<file path="config.mk">
export PLATFORM = sky130hd
export DESIGN_NAME = ple_cell
export DESIGN_NICKNAME = d
export VERILOG_FILES = /design/src/hdl/ple_pkg.sv /design/src/hdl/ple_cell.sv
export SDC_FILE = /design/constraint.sdc
export NUM_CORES = 1
export LEC_CHECK = 0
export ABC_AREA = 1
export BUFFER_PORTS_ARGS = -buffer_cell sky130_fd_sc_hd__clkbuf_2
export CAP_MARGIN = 20
export CORE_ASPECT_RATIO = 0.7
export CORE_MARGIN = 8
export CORE_UTILIZATION = 40
export DETAILED_ROUTE_END_ITERATION = 12
export PLACE_DENSITY = 0.76
export SLEW_MARGIN = 5
export SYNTH_ARGS = -nofsm -noshare
export SYNTH_HDL_FRONTEND = slang
export SYNTH_SLANG_ARGS = --single-unit
</file>
<file path="constraint.sdc">
create_clock -name clock -period 7.4 [get_ports clock]
set_input_delay 1.11 -clock clock [delete_from_list [all_inputs] [get_ports clock]]
set_output_delay 1.11 -clock clock [all_outputs]
set_load 0.005 [all_outputs]
</file>
<file path="src/hdl/ple_pkg.sv">
`default_nettype none

package ple_pkg;

   // List geometry.
   localparam int CAPACITY = 64;
   localparam int DATA_W   = 32;
   localparam int POS_W    = 16;
   localparam int LEN_W    = 7;
   localparam int KIND_W   = 3;
   localparam int STAT_W   = 2;
   localparam int IDX_W    = $clog2(CAPACITY);
   localparam int CNT_W    = $clog2(CAPACITY + 1);
   localparam int CMP_W    = POS_W + 1;

   // Read gather tree: leaves per first-level group.
   localparam int RT_FAN    = 8;
   localparam int RT_GROUPS = (CAPACITY + RT_FAN - 1) / RT_FAN;

   // Request kinds.
   localparam logic [KIND_W-1:0] REQ_READ   = 3'd0;
   localparam logic [KIND_W-1:0] REQ_FRONT  = 3'd1;
   localparam logic [KIND_W-1:0] REQ_BACK   = 3'd2;
   localparam logic [KIND_W-1:0] REQ_AT     = 3'd3;
   localparam logic [KIND_W-1:0] REQ_DELETE = 3'd4;

   // Result status codes.
   localparam logic [STAT_W-1:0] STAT_DONE  = 2'd0;
   localparam logic [STAT_W-1:0] STAT_RANGE = 2'd1;
   localparam logic [STAT_W-1:0] STAT_FULL  = 2'd2;

   typedef struct packed {
      logic [KIND_W-1:0]        req_type;
      logic [POS_W-1:0]         position;
      logic signed [DATA_W-1:0] item_value;
   } ple_request_type;

   typedef struct packed {
      logic signed [DATA_W-1:0] read_value;
      logic [STAT_W-1:0]        status;
      logic [LEN_W-1:0]         list_length;
   } ple_result_type;

   // What every cell does with its entry.
   typedef enum logic [1:0] {
      CMD_HOLD,
      CMD_INSERT,
      CMD_DELETE
   } ple_cmd_mode_type;

   // Command broadcast to the whole row of cells.
   typedef struct packed {
      ple_cmd_mode_type  mode;
      logic [IDX_W-1:0]  index;
      logic [DATA_W-1:0] value;
   } ple_cell_cmd_type;

endpackage

`default_nettype wire

</file>
<file path="src/hdl/ple_cell.sv">
`default_nettype none

module ple_cell import ple_pkg::*; (
   input  wire logic             clock,
   input  wire ple_cell_cmd_type cmd,
   input  wire logic [IDX_W-1:0] cell_index,
   input  wire logic [DATA_W-1:0] prev_data,
   input  wire logic [DATA_W-1:0] next_data,
   output logic [DATA_W-1:0]     data_out,
   output logic [DATA_W-1:0]     sel_data
);

   logic [DATA_W-1:0] data_ff;
   logic [DATA_W-1:0] data_in;

   // An insert shifts entries above the slot up by one; a delete pulls them down.
   always_comb begin
      data_in = data_ff;
      unique case (cmd.mode)
         CMD_INSERT: begin
            if (cell_index > cmd.index) begin
               data_in = prev_data;
            end else if (cell_index == cmd.index) begin
               data_in = cmd.value;
            end
         end
         CMD_DELETE: begin
            if (cell_index >= cmd.index) begin
               data_in = next_data;
            end
         end
         default: begin
            data_in = data_ff;
         end
      endcase
   end

   always_ff @(posedge clock) begin
      data_ff <= data_in;
   end

   // The addressed cell offers its entry to the read tree, all others offer zero.
   assign data_out = data_ff;
   assign sel_data = (cell_index == cmd.index) ? data_ff : '0;

endmodule

`default_nettype wire

</file>
==> results.cfg <==
[sta]
slew_headroom_pct = 39.77
finalHoldViolCount = 0
slew_violations = 0
tightest_slew_ns = 0.9013
fmax_mhz = 250.8
final-setup-viol-count = 0
fin_setup_tns_ns = 0
timing.final.crit_share_pct = 53.87
rsz0062_at_grt = no
period_minus_slack_ns = 3.986

[critical_path]
cpPeakStageDelay_ns = 0.59
criticalPathCategory = in -> out
crit_slowest_cell = nand3_4
required_ns = 6.29
critical_path.endpoint_type = output pin
crit_chain = clkbuf_2 -> inv_1 -> ha_1 -> nand2_2 -> nor2_4 -> nand3_4 -> nor2_1 -> clkbuf_2
start_kind = input port
crit_path_frequent_cell = clkbuf_2
crit_buf_inv = 3
crit_family = simple AND/OR/NAND/NOR gates
cp.arrival_ns = 2.88
crit_path_max_fanout = 66

[worst_hold_path]
hold_class = in -> reg

[global_route]
grt_pass1_vias = 2865
overflow = 0
antenna_found_initial = 0
grt_max_degree = 67
grt_usage_pct = 16.69
grt_pass1_wl_mm = 13.06

[layout]
drive_gt1_share_pct = 36.85
nets = 659
diodes = 0
synthToLayoutAreaGrowth_pct = 36.35
fillers = 599
largest_register_ffs = 32
final_area_um2 = 3506

[die]
die_height_um = 83.08
core_um2 = 6216
rows = 24
die_w_um = 111.8
io_pins = 175
die-area_um2 = 9290
initial_core_util_pct = 41.36

[clock_network]
clk_path_buf_depth = 2
cts_hold_buf = 0
post_cts_buffers = 0
clk_pin_slew_ns = 0.06
numClockSinks = 32
cts_tree = yes
cts-root-buf = clkbuf_8
cts-htree-levels = 2
ctsResizeCount = 0
cts_buffers = 5

[drt]
ant_nets = 0
routed_via_density = 4.503
vias = 2783
wl_mm = 7.940
drt-initial-drc-count = 150
drt-pass1-iter-count = 4
routedWlPerCell_um = 12.85
drc = 0

[yosys]
synthesis.area_um2 = 2571
ys_seq_area_share_pct = 37.37
synth-simple-area-share_pct = 36.79
yosys_warnings = 0
synth-seq-cells = 32
synth_fa_ha_area_share_pct = 3.893
synth.top_cell.area_share_pct = 37.37
synthMuxAreaShare_pct = 0
yosys.area.top_type = edfxtp_1
synth_area_per_cell_um2 = 6.820
synth_top_family_by_area = simple AND/OR/NAND/NOR gates
synth_area_leaders = edfxtp_1 (37%), inv_1 (16%), nand2_1 (15%), nand3_1 (11%), nor2_1 (5.0%)
synth_xor_area_share_pct = 0
synth_fp_nets = 496
synth_cell_types = 18
synth_compound_area_share_pct = 0.5353
synth_cells = 377

[pwr]
vdd.ir_drop.worst_mv = 0.08379
power.density_nw_per_um2 = 160.7
p_leak_nw = 2.270

[placement]
gp_congestion = 0.8169
io_buffers = 174
placed_cell_area_um2 = 3413
dp_hpwl_mm = 6.119

[run_status]
status = completed

[job]
maxCapViolCount = 0
==> per-layer routing <==
layer,track usage [%],share of wire [%],vias to the layer above
li1,-,-,1435
met3,6.214,9.9,6
met1,17.82,41,1220
met4,4.450,0.87,0
met5,0,0,-
met2,30.26,48,122
==> placed cells by master, fill, tap and decap left out, types with 5 or more instances in the layout <==
cell type / count
edfxtp_1: 32
ha_1: 8
nand2_1: 102
clkbuf_8: 5
nand3_2: 9
inv_1: 109
nor2_1: 33
nand3_1: 55
clkbuf_2: 174
==> stage by stage <==
step / setup slack, ns / hold WS (ns) / power, mW / util [%] / instances
detailed placement: 3.412 / 1.386 / 0.4459 / 54.91 / 610
global placement: 3.541 / 1.381 / 0.4394 / 54.91 / 610
global route: 3.241 / 1.096 / 0.6073 / 56.40 / 618
CTS: 3.412 / 1.098 / 0.5713 / 56.16 / 617
floorplan: 3.508 / 1.292 / 0.3650 / - / 377
finish: 3.414 / 1.107 / 0.5634 / 56.40 / 618
==> cell usage after synthesis <==
cell type and instances:
buf_4 2, ha_1 8, nand2_1 102, nand2_2 2
buf_2 5, nand3_2 9, nand3_1 55, nor2_4 1
buf_6 7, nand2_4 1, o21ai_2 1, clkbuf_1 5
nor2_1 34, nand3_4 2, edfxtp_1 32, a21oi_1 1
inv_1 109, buf_1 1
==> area by class of cell <==
class,instances,area [um2],share of cell area [%]
Clock buffer,6,72.57,2.070
Clock inverter,1,5.005,0.1428
Inverter,109,409.1,11.67
Multi-Input combinational cell,216,1067,30.44
Sequential cell,32,960.9,27.41
Tap cell,78,97.59,2.784
Timing Repair Buffer,176,893.4,25.48
==> cell families (layout without fill, tap and decap cells) <==
family / count (synthesis) / in the layout
adders and majority gates: 8 / 8
DFF: 32 / 32
and+or+nand+nor: 206 / 206
AOI/OAI and AO/OA: 2 / 2
buffers and inverters: 129 / 292
==> where the power goes <==
group | switching [mW] | internal [mW]
clock | 0.0591 | 0.0638
combinational | 0.101 | 0.0766
sequential | 0.0179 | 0.245
==> worst paths after layout <==
path                          start            to  slack, ns  cells past startpoint
worst max-delay path        cmd[37]  sel_data[23]       3.41                      8
worst min-delay path  next_data[21]  data_out[21]       1.11                      3
(Power assumes the default switching activity.)
